### src/sha_pkg.sv
// ----------------------------------------------------------------------------
// sha_pkg
// Shared types, constants and round functions of the SHA-256 stream hasher.
// ----------------------------------------------------------------------------
`default_nettype none
package sha_pkg;

  localparam int unsigned WordW   = 32;
  localparam int unsigned NumHash = 8;
  localparam int unsigned NumRnd  = 64;
  localparam int unsigned LenW    = 64;
  localparam logic [7:0]  PadByte = 8'h80;
  localparam logic [5:0]  LenPos  = 6'd56;

  typedef struct packed {
    logic [7:0] msg_byte;
    logic       has_byte;
    logic       is_last;
  } in_item_t;

  typedef struct packed {
    logic [31:0] digest_word;
    logic [2:0]  word_index;
    logic        last_word;
  } out_item_t;

  // byte source selection for the block buffer
  typedef enum logic [1:0] {
    SRC_MSG,
    SRC_PAD,
    SRC_ZERO
  } byte_src_t;

  // controller commands
  typedef struct packed {
    logic      msg_init;    // reset hash, count, fill for a new message
    logic      put_byte;    // write one byte at the fill position
    byte_src_t src;
    logic      count_byte;  // bump the running byte count
    logic      put_len;     // write the bit length into words 14 and 15
    logic      comp_start;  // load working vars and begin rounds
    logic      round_step;  // one round
    logic      comp_fold;   // add working vars into hash words
  } sha_cmd_t;

  // datapath status
  typedef struct packed {
    logic [5:0] fill;
    logic [5:0] rnd;
  } sha_sts_t;

  localparam logic [31:0] InitH [NumHash] = '{
    32'h6a09e667, 32'hbb67ae85, 32'h3c6ef372, 32'ha54ff53a,
    32'h510e527f, 32'h9b05688c, 32'h1f83d9ab, 32'h5be0cd19};

  localparam logic [31:0] RoundK [NumRnd] = '{
    32'h428a2f98, 32'h71374491, 32'hb5c0fbcf, 32'he9b5dba5,
    32'h3956c25b, 32'h59f111f1, 32'h923f82a4, 32'hab1c5ed5,
    32'hd807aa98, 32'h12835b01, 32'h243185be, 32'h550c7dc3,
    32'h72be5d74, 32'h80deb1fe, 32'h9bdc06a7, 32'hc19bf174,
    32'he49b69c1, 32'hefbe4786, 32'h0fc19dc6, 32'h240ca1cc,
    32'h2de92c6f, 32'h4a7484aa, 32'h5cb0a9dc, 32'h76f988da,
    32'h983e5152, 32'ha831c66d, 32'hb00327c8, 32'hbf597fc7,
    32'hc6e00bf3, 32'hd5a79147, 32'h06ca6351, 32'h14292967,
    32'h27b70a85, 32'h2e1b2138, 32'h4d2c6dfc, 32'h53380d13,
    32'h650a7354, 32'h766a0abb, 32'h81c2c92e, 32'h92722c85,
    32'ha2bfe8a1, 32'ha81a664b, 32'hc24b8b70, 32'hc76c51a3,
    32'hd192e819, 32'hd6990624, 32'hf40e3585, 32'h106aa070,
    32'h19a4c116, 32'h1e376c08, 32'h2748774c, 32'h34b0bcb5,
    32'h391c0cb3, 32'h4ed8aa4a, 32'h5b9cca4f, 32'h682e6ff3,
    32'h748f82ee, 32'h78a5636f, 32'h84c87814, 32'h8cc70208,
    32'h90befffa, 32'ha4506ceb, 32'hbef9a3f7, 32'hc67178f2};

  function automatic logic [31:0] rotr(input logic [31:0] x, input int unsigned n);
    rotr = (x >> n) | (x << (32 - n));
  endfunction

  function automatic logic [31:0] ssig0(input logic [31:0] x);
    ssig0 = rotr(x, 7) ^ rotr(x, 18) ^ (x >> 3);
  endfunction

  function automatic logic [31:0] ssig1(input logic [31:0] x);
    ssig1 = rotr(x, 17) ^ rotr(x, 19) ^ (x >> 10);
  endfunction

  function automatic logic [31:0] bsig0(input logic [31:0] x);
    bsig0 = rotr(x, 2) ^ rotr(x, 13) ^ rotr(x, 22);
  endfunction

  function automatic logic [31:0] bsig1(input logic [31:0] x);
    bsig1 = rotr(x, 6) ^ rotr(x, 11) ^ rotr(x, 25);
  endfunction

endpackage
`default_nettype wire

### src/sha_ctrl.sv
// ----------------------------------------------------------------------------
// sha_ctrl
// Sequencer: accepts items, drives padding, rounds and digest output.
// ----------------------------------------------------------------------------
`default_nettype none
module sha_ctrl (
  input  wire logic              clk,
  input  wire logic              rst_n,
  input  wire logic              in_valid,
  output logic                   in_stall,
  input  wire sha_pkg::in_item_t in_data,
  output logic                   out_valid,
  input  wire logic              out_stall,
  output logic [2:0]             out_idx,
  output sha_pkg::sha_cmd_t      cmd,
  input  wire sha_pkg::sha_sts_t sts
);
  import sha_pkg::*;

  typedef enum logic [2:0] {
    S_IDLE,
    S_ROUND,
    S_FOLD,
    S_PAD,
    S_ZERO,
    S_LEN,
    S_OUT
  } state_t;

  state_t     state_r, state_nxt;
  logic       fin_r, fin_nxt;      // compression belongs to the finish
  logic       last_r, last_nxt;    // finish pending after a byte fills a block
  logic       pad_r, pad_nxt;      // padding spilled into a further block
  logic [2:0] idx_r, idx_nxt;
  logic       accept;

  assign accept    = in_valid && !in_stall;
  assign in_stall  = (state_r != S_IDLE);
  assign out_valid = (state_r == S_OUT);
  assign out_idx   = idx_r;

  always_comb begin
    state_nxt = state_r;
    fin_nxt   = fin_r;
    last_nxt  = last_r;
    pad_nxt   = pad_r;
    idx_nxt   = idx_r;
    cmd       = '0;
    cmd.src   = SRC_MSG;
    case (state_r)
      S_IDLE: begin
        if (accept) begin
          if (in_data.has_byte) begin
            cmd.put_byte   = 1'b1;
            cmd.count_byte = 1'b1;
            if (sts.fill == 6'd63) begin
              cmd.comp_start = 1'b1;
              fin_nxt        = 1'b0;
              last_nxt       = in_data.is_last;
              state_nxt      = S_ROUND;
            end else if (in_data.is_last) begin
              state_nxt = S_PAD;
            end
          end else if (in_data.is_last) begin
            state_nxt = S_PAD;
          end
        end
      end
      S_ROUND: begin
        cmd.round_step = 1'b1;
        if (sts.rnd == 6'd63) state_nxt = S_FOLD;
      end
      S_FOLD: begin
        cmd.comp_fold = 1'b1;
        if (fin_r) begin
          state_nxt = S_OUT;
          idx_nxt   = '0;
        end else if (pad_r) begin
          pad_nxt   = 1'b0;
          state_nxt = S_ZERO;
        end else if (last_r) begin
          last_nxt  = 1'b0;
          state_nxt = S_PAD;
        end else begin
          state_nxt = S_IDLE;
        end
      end
      S_PAD: begin
        cmd.put_byte = 1'b1;
        cmd.src      = SRC_PAD;
        if (sts.fill == 6'd63) begin
          cmd.comp_start = 1'b1;
          pad_nxt        = 1'b1;
          state_nxt      = S_ROUND;
        end else if (sts.fill == LenPos - 6'd1) begin
          state_nxt = S_LEN;
        end else begin
          state_nxt = S_ZERO;
        end
      end
      S_ZERO: begin
        if (sts.fill == LenPos) begin
          state_nxt = S_LEN;
        end else begin
          cmd.put_byte = 1'b1;
          cmd.src      = SRC_ZERO;
          if (sts.fill == 6'd63) begin
            cmd.comp_start = 1'b1;
            pad_nxt        = 1'b1;
            state_nxt      = S_ROUND;
          end
        end
      end
      S_LEN: begin
        cmd.put_len    = 1'b1;
        cmd.comp_start = 1'b1;
        fin_nxt        = 1'b1;
        state_nxt      = S_ROUND;
      end
      S_OUT: begin
        if (!out_stall) begin
          idx_nxt = idx_r + 3'd1;
          if (idx_r == 3'd7) begin
            cmd.msg_init = 1'b1;
            fin_nxt      = 1'b0;
            state_nxt    = S_IDLE;
          end
        end
      end
      default: state_nxt = S_IDLE;
    endcase
  end

  always_ff @(posedge clk) begin
    if (!rst_n) begin
      state_r <= S_IDLE;
      fin_r   <= 1'b0;
      last_r  <= 1'b0;
      pad_r   <= 1'b0;
      idx_r   <= '0;
    end else begin
      state_r <= state_nxt;
      fin_r   <= fin_nxt;
      last_r  <= last_nxt;
      pad_r   <= pad_nxt;
      idx_r   <= idx_nxt;
    end
  end

endmodule
`default_nettype wire

### src/sha_dp.sv
// ----------------------------------------------------------------------------
// sha_dp
// Datapath: block buffer, message schedule window, round unit, hash words.
// ----------------------------------------------------------------------------
`default_nettype none
module sha_dp (
  input  wire logic              clk,
  input  wire logic              rst_n,
  input  wire logic [7:0]        msg_byte,
  input  wire sha_pkg::sha_cmd_t cmd,
  input  wire logic [2:0]        out_idx,
  output sha_pkg::sha_sts_t      sts,
  output logic [31:0]            digest_word
);
  import sha_pkg::*;

  logic [31:0] blk_r    [16];
  logic [31:0] blk_view [16];
  logic [31:0] win_r    [16];
  logic [31:0] win_nxt  [16];
  logic [31:0] hash_r   [NumHash];
  logic [31:0] v_r      [NumHash];
  logic [5:0]  fill_r;
  logic [5:0]  rnd_r;
  logic [LenW-1:0] total_r;
  logic [7:0]  byte_in;
  logic [31:0] w_new, t1, t2;
  logic [LenW-1:0] bits;

  assign sts.fill    = fill_r;
  assign sts.rnd     = rnd_r;
  assign digest_word = hash_r[out_idx];
  assign bits        = {total_r[LenW-4:0], 3'b000};

  always_comb begin
    case (cmd.src)
      SRC_MSG:  byte_in = msg_byte;
      SRC_PAD:  byte_in = PadByte;
      SRC_ZERO: byte_in = 8'h00;
      default:  byte_in = 8'h00;
    endcase
  end

  // the byte or length written this cycle lands in the window too
  always_comb begin
    for (int i = 0; i < 16; i++) blk_view[i] = blk_r[i];
    if (cmd.put_byte) blk_view[15] = {blk_r[15][31:8], byte_in};
    if (cmd.put_len) begin
      blk_view[14] = bits[63:32];
      blk_view[15] = bits[31:0];
    end
  end

  // schedule: window holds w[i..i+15]; new word appended each round
  assign w_new = win_r[0] + ssig0(win_r[1]) + win_r[9] + ssig1(win_r[14]);
  always_comb begin
    for (int i = 0; i < 15; i++) win_nxt[i] = win_r[i + 1];
    win_nxt[15] = w_new;
  end

  assign t1 = v_r[7] + bsig1(v_r[4]) + ((v_r[4] & v_r[5]) ^ (~v_r[4] & v_r[6]))
            + RoundK[rnd_r] + win_r[0];
  assign t2 = bsig0(v_r[0]) + ((v_r[0] & v_r[1]) ^ (v_r[0] & v_r[2]) ^ (v_r[1] & v_r[2]));

  // block buffer, schedule window and working variables (payload, no reset)
  always_ff @(posedge clk) begin
    if (cmd.put_byte) begin
      case (fill_r[1:0])
        2'd0: blk_r[fill_r[5:2]][31:24] <= byte_in;
        2'd1: blk_r[fill_r[5:2]][23:16] <= byte_in;
        2'd2: blk_r[fill_r[5:2]][15:8]  <= byte_in;
        default: blk_r[fill_r[5:2]][7:0] <= byte_in;
      endcase
    end
    if (cmd.put_len) begin
      blk_r[14] <= bits[63:32];
      blk_r[15] <= bits[31:0];
    end
    if (cmd.comp_start) begin
      for (int i = 0; i < 16; i++) win_r[i] <= blk_view[i];
      for (int i = 0; i < NumHash; i++) v_r[i] <= hash_r[i];
    end else if (cmd.round_step) begin
      for (int i = 0; i < 16; i++) win_r[i] <= win_nxt[i];
      v_r[0] <= t1 + t2;
      v_r[1] <= v_r[0];
      v_r[2] <= v_r[1];
      v_r[3] <= v_r[2];
      v_r[4] <= v_r[3] + t1;
      v_r[5] <= v_r[4];
      v_r[6] <= v_r[5];
      v_r[7] <= v_r[6];
    end
  end

  // control-relevant state
  always_ff @(posedge clk) begin
    if (!rst_n) begin
      fill_r  <= '0;
      rnd_r   <= '0;
      total_r <= '0;
      for (int i = 0; i < NumHash; i++) hash_r[i] <= InitH[i];
    end else begin
      if (cmd.msg_init) begin
        fill_r  <= '0;
        total_r <= '0;
        for (int i = 0; i < NumHash; i++) hash_r[i] <= InitH[i];
      end else begin
        if (cmd.put_byte) fill_r <= fill_r + 6'd1;
        if (cmd.put_len)  fill_r <= '0;
        if (cmd.count_byte) total_r <= total_r + 64'd1;
        if (cmd.comp_fold) begin
          for (int i = 0; i < NumHash; i++) hash_r[i] <= hash_r[i] + v_r[i];
        end
      end
      if (cmd.comp_start)      rnd_r <= '0;
      else if (cmd.round_step) rnd_r <= rnd_r + 6'd1;
    end
  end

endmodule
`default_nettype wire

### src/sha256_stream_hasher.sv
// ----------------------------------------------------------------------------
// sha256_stream_hasher
// SHA-256 over a byte stream; emits the digest as eight 32-bit words.
// ----------------------------------------------------------------------------
//  channel   dir  handshake          payload
//  in_       in   in_valid/in_stall  msg_byte, has_byte, is_last
//  out_      out  out_valid/out_stall digest_word, word_index, last_word
//
//  a byte item is written straight into the block buffer; the byte that fills a
//  block adds the rounds and a fold on the single shared round unit.
//  a last item adds padding at one byte per cycle (held while a spilled block is
//  compressed, plus a check step when zeros reach byte 56), a length step,
//  one or two compressions, then eight output words.
//  in_stall is high from the cycle after a block-filling or last item until its work is done.
//  out_stall holds the current digest word; reset is synchronous, active low.
`default_nettype none
module sha256_stream_hasher (
  input  wire logic                clk,
  input  wire logic                rst_n,
  input  wire logic                in_valid,
  output logic                     in_stall,
  input  wire sha_pkg::in_item_t   in_data,
  output logic                     out_valid,
  input  wire logic                out_stall,
  output sha_pkg::out_item_t       out_data
);
  import sha_pkg::*;

  sha_cmd_t    cmd;
  sha_sts_t    sts;
  logic [2:0]  idx;
  logic [31:0] dword;

  sha_ctrl u_ctrl (
    .clk, .rst_n, .in_valid, .in_stall, .in_data,
    .out_valid, .out_stall, .out_idx(idx), .cmd, .sts
  );

  sha_dp u_dp (
    .clk, .rst_n, .msg_byte(in_data.msg_byte), .cmd, .out_idx(idx),
    .sts, .digest_word(dword)
  );

  assign out_data.digest_word = dword;
  assign out_data.word_index  = idx;
  assign out_data.last_word   = (idx == 3'd7);

  a_no_both: assert property (@(posedge clk) disable iff (!rst_n)
    !(out_valid && !in_stall)) else $error("idle while emitting");
  a_round_adv: assert property (@(posedge clk) disable iff (!rst_n)
    cmd.round_step && !cmd.comp_start |=> sts.rnd == $past(sts.rnd) + 6'd1)
    else $error("round counter slip");
  a_out_hold: assert property (@(posedge clk) disable iff (!rst_n)
    out_valid && out_stall |=> out_valid && $stable(idx))
    else $error("digest word moved under stall");

endmodule
`default_nettype wire
### config.mk
export PLATFORM = sky130hd
export DESIGN_NAME = sha256_stream_hasher
export DESIGN_NICKNAME = d
export VERILOG_FILES = /design/src/sha_pkg.sv /design/src/sha_ctrl.sv /design/src/sha_dp.sv /design/src/sha256_stream_hasher.sv
export SDC_FILE = /design/constraint.sdc
export NUM_CORES = 2
export LEC_CHECK = 0
export ABC_CLOCK_PERIOD_IN_PS = 25000
export BUFFER_PORTS_ARGS = -buffer_cell sky130_fd_sc_hd__buf_4
export CAP_MARGIN = 20
export CORE_MARGIN = 2
export CORE_UTILIZATION = 45
export DETAILED_ROUTE_END_ITERATION = 10
export GPL_ROUTABILITY_DRIVEN = 0
export PLACE_DENSITY_LB_ADDON = 0.15
export SYNTH_ARGS = -nofsm -noshare
export SYNTH_HDL_FRONTEND = slang
export SYNTH_SLANG_ARGS = --single-unit
### constraint.sdc
create_clock -name clk -period 25 [get_ports clk]
set_input_delay 1.25 -clock clk [delete_from_list [all_inputs] [get_ports clk]]
set_output_delay 1.25 -clock clk [all_outputs]
set_load 0.03 [all_outputs]
==> flow_metrics.py <==
metrics = {
    "floorplanning": {
        "dieArea_um2": 203000,
        "core_um2": 199000,
        "boundaryPins": 52,
        "dieWidth_um": 451,
        "rows": 164,
        "start_util_pct": 45.1,
        "chipHeight_um": 451,
    },
    "setup_path": {
        "cp-start-kind": "flip-flop",
        "worst_r2r_startpoint": "u_dp.rnd_r[0]",
        "required_ps": 25680,
        "cp.arrival_ps": 11690,
        "reg2regPathDepth": 39,
        "slowest_delay_ps": 970,
        "crit_path_max_fanout": 27,
        "crit_start": "u_dp.rnd_r[0]",
        "crit_type": "reg2reg",
        "end_kind": "flip-flop",
        "slowest_stage": "ha_1",
        "r2r-end": "u_dp.v_r[0][31]",
        "regToRegSetupSlack_ps": 13990,
    },
    "synthesis": {
        "yosysUniqueCellTypes": 91,
        "syn_nets": 9195,
        "synth_top_family_by_area": "simple AND/OR/NAND/NOR gates",
        "synthMuxAreaShare_pct": 2.55,
        "avgSynthCellArea_um2": 10.5,
        "ys_seq_elements": 1613,
        "synthSimpleGateAreaFrac_pct": 15.9,
        "yosys_warnings": 0,
        "synth_xor_area_share_pct": 6.02,
        "syn-instance-count": 8588,
        "yosys_most_used_dff": "edfxtp_1",
        "synth_compound_area_share_pct": 10.0,
        "async_flop_share_pct": 0,
        "synthAdderAreaFrac_pct": 10.1,
        "synth-edff-count": 1496,
        "seq_area_frac_synth_pct": 52.6,
        "netlist_area_um2": 89900,
    },
    "clock_network": {
        "cts_setup_buffers": 0,
        "cts_buffers": 178,
        "clock-sinks": 1613,
        "hold_buffers": 0,
        "htreeDepth": 4,
        "clock_path_buffers": 3,
        "clkLatencyLatePin_ps": 880,
        "clk_pin_slew_ps": 60,
        "cts_resized": 0,
        "cts_tree": "yes",
        "cts_root_buf": "clkbuf_16",
    },
    "min_path": {
        "hp-class": "reg2reg",
        "holdPathEnd": "u_dp.win_r[0][408]",
        "min_from": "u_dp.blk_r[12][24]",
        "whs_path_depth": 2,
    },
    "timing": {
        "final.period_utilization_pct": 44.0,
        "max_freq_mhz": 90.8,
        "setup-tns-final_ps": 0,
        "period_needed_ps": 11010,
        "drv_slew": 0,
        "rsz0062_at_grt": "no",
        "setup_viol": 0,
        "fin_skew_ps": 85.5,
        "worst_slew_pin_slew_ps": 1120,
        "hold_viol_final": 0,
        "slew_headroom_pct": 25.1,
    },
    "layout": {
        "drive_gt1_share_pct": 6.61,
        "syn2layout_area_growth_pct": 9.80,
        "nNetsFinal": 9126,
    },
    "placement": {
        "port_buffers": 51,
        "dp_hpwl_um": 199000,
    },
    "route": {
        "drt_iter0_drc": 7455,
        "drc_errors": 0,
        "wirelength_um": 282000,
        "wl_per_cell_um": 24.9,
        "ant_nets": 0,
        "vias": 64949,
        "drt_first_pass_iters": 9,
        "viasPerCell": 5.74,
    },
    "global_routing": {
        "grt_use_total_pct": 27.5,
        "grt_max_degree": 216,
        "antenna_found_initial": 3,
        "gr-total-overflow": 0,
        "grt_pass1_wl_um": 419000,
        "grt_pass1_vias": 62782,
    },
    "run_status": {
        "status": "completed",
    },
    "run": {
        "maxCapViolCount": 0,
    },
}
[placed cells by master, fill, tap and decap left out, types with 22 or more instances in the layout]
cell          n
o21bai_1     51
clkbuf_16   179
o211ai_1     57
xnor2_1     394
edfxtp_1   1496
mux4_2       65
nor2_1      438
a21oi_1     383
a31oi_1      48
a21o_1      174
nand2b_1     76
nor3_1       68
nor2b_1      67
or3_1        40
maj3_1       22
o21ai_0     355
xor2_1      224
fa_1        195
nand2_1    2550
clkinv_1     26
a211oi_1     53
buf_4       136
a21boi_0     23
mux2_2       61
ha_1        398
nand4_1      35
nand3_1      98
dfxtp_1     110
clkbuf_1     62
clkinv_2     24
inv_1       284
a22oi_1      39
and3_1       44
o21a_1       62
[kinds of logic after synthesis]
| logic type | count (synthesis) |
|---|---|
| AO/OA/AOI/OAI | 1421 |
| XOR/XNOR | 618 |
| adder cells (fa/ha/maj) | 615 |
| buffers and inverters | 683 |
| flip-flops | 1613 |
| multiplexers | 140 |
| AND/OR/NAND/NOR | 3498 |
[cells in the mapped netlist (117+ instances only)]
master	count	area [um^2]
a21o_1	174	1310
a21oi_1	383	1920
clkbuf_1	349	1310
dfxtp_1	117	2340
edfxtp_1	1496	44900
fa_1	195	3900
ha_1	398	4980
inv_1	291	1090
nand2_1	2553	9580
nor2_1	442	1660
o21ai_0	358	1790
xnor2_1	394	3450
xor2_1	224	1960
[flip-flops by register name, indices dropped and copies added, names as in the netlist, named ones only]
name	flops
u_dp.rnd_r	6
u_dp.win_r	512
u_ctrl.out_idx	3
u_ctrl.fin_r	1
u_ctrl.state_r	3
u_dp.blk_r	504
u_dp.fill_r	6
u_ctrl.pad_r	1
u_dp.total_r	61
u_ctrl.last_r	1
u_dp.hash_r	256
u_dp.v_r	256
[worst max-delay path by stage]
| stage | endpoint | slack (ps) | depth (start not counted) |
|---|---|---|---|
| 6_report | u_dp.v_r[0][31] | 13990 | 39 |
| 5_1_grt | u_dp.v_r[0][31] | 13470 | 39 |
| 4_1_cts | u_dp.v_r[0][31] | 14270 | 39 |
| 3_5_place_dp | u_dp.v_r[0][31] | 14350 | 39 |
| 3_3_place_gp | u_dp.v_r[0][31] | 14220 | 39 |
| 2_1_floorplan | u_dp.v_r[0][0] | 5440 | 9 |
[worst max-delay path: cells and delay by family, from the launching register on]
kind	cells	cell delay, ps
adders and majority gates	7	3450
AOI/OAI and AO/OA	17	4240
and+or+nand+nor	8	1560
DFF	1	310
xor gates and xnor gates	2	300
buffers and inverters	5	960
[through the flow]
stage          hold slack (ps)  area [um^2]  utilization [%]  std cells  setup WS, ps
2_1_floorplan              459        89900                -       8588          5440
3_3_place_gp               470        92900             46.6      10991         14220
3_5_place_dp               491        93000             46.7      10993         14350
4_1_cts                    479        98700             49.5      11320         14270
5_1_grt                    502        98700             49.6      11323         13470
6_report                   484        98700             49.6      11323         13990
[area by class of cell]
cell class / count / area [um^2]
fillers: 17988 / 101000
multi-input cells: 6292 / 40200
clock inverters: 82 / 948
inverters: 293 / 1100
well taps: 2656 / 3320
diodes: 1 / 2.50
flip-flops and latches: 1613 / 47300
repair buffers: 141 / 1120
clock buffers: 245 / 4770
[routing by layer]
metal | share of wire (%) | global-route usage (%) | routed length (um)
met1 | 42 | 37.7 | 119000
met4 | 4.1 | 10.2 | 11500
met2 | 46 | 43.7 | 130000
met3 | 7.6 | 4.88 | 21400
met5 | 0.0071 | 0 | 20
Power is not shown: default switching activity piles up to over one toggle a cycle in this logic, so the estimate is an artifact.
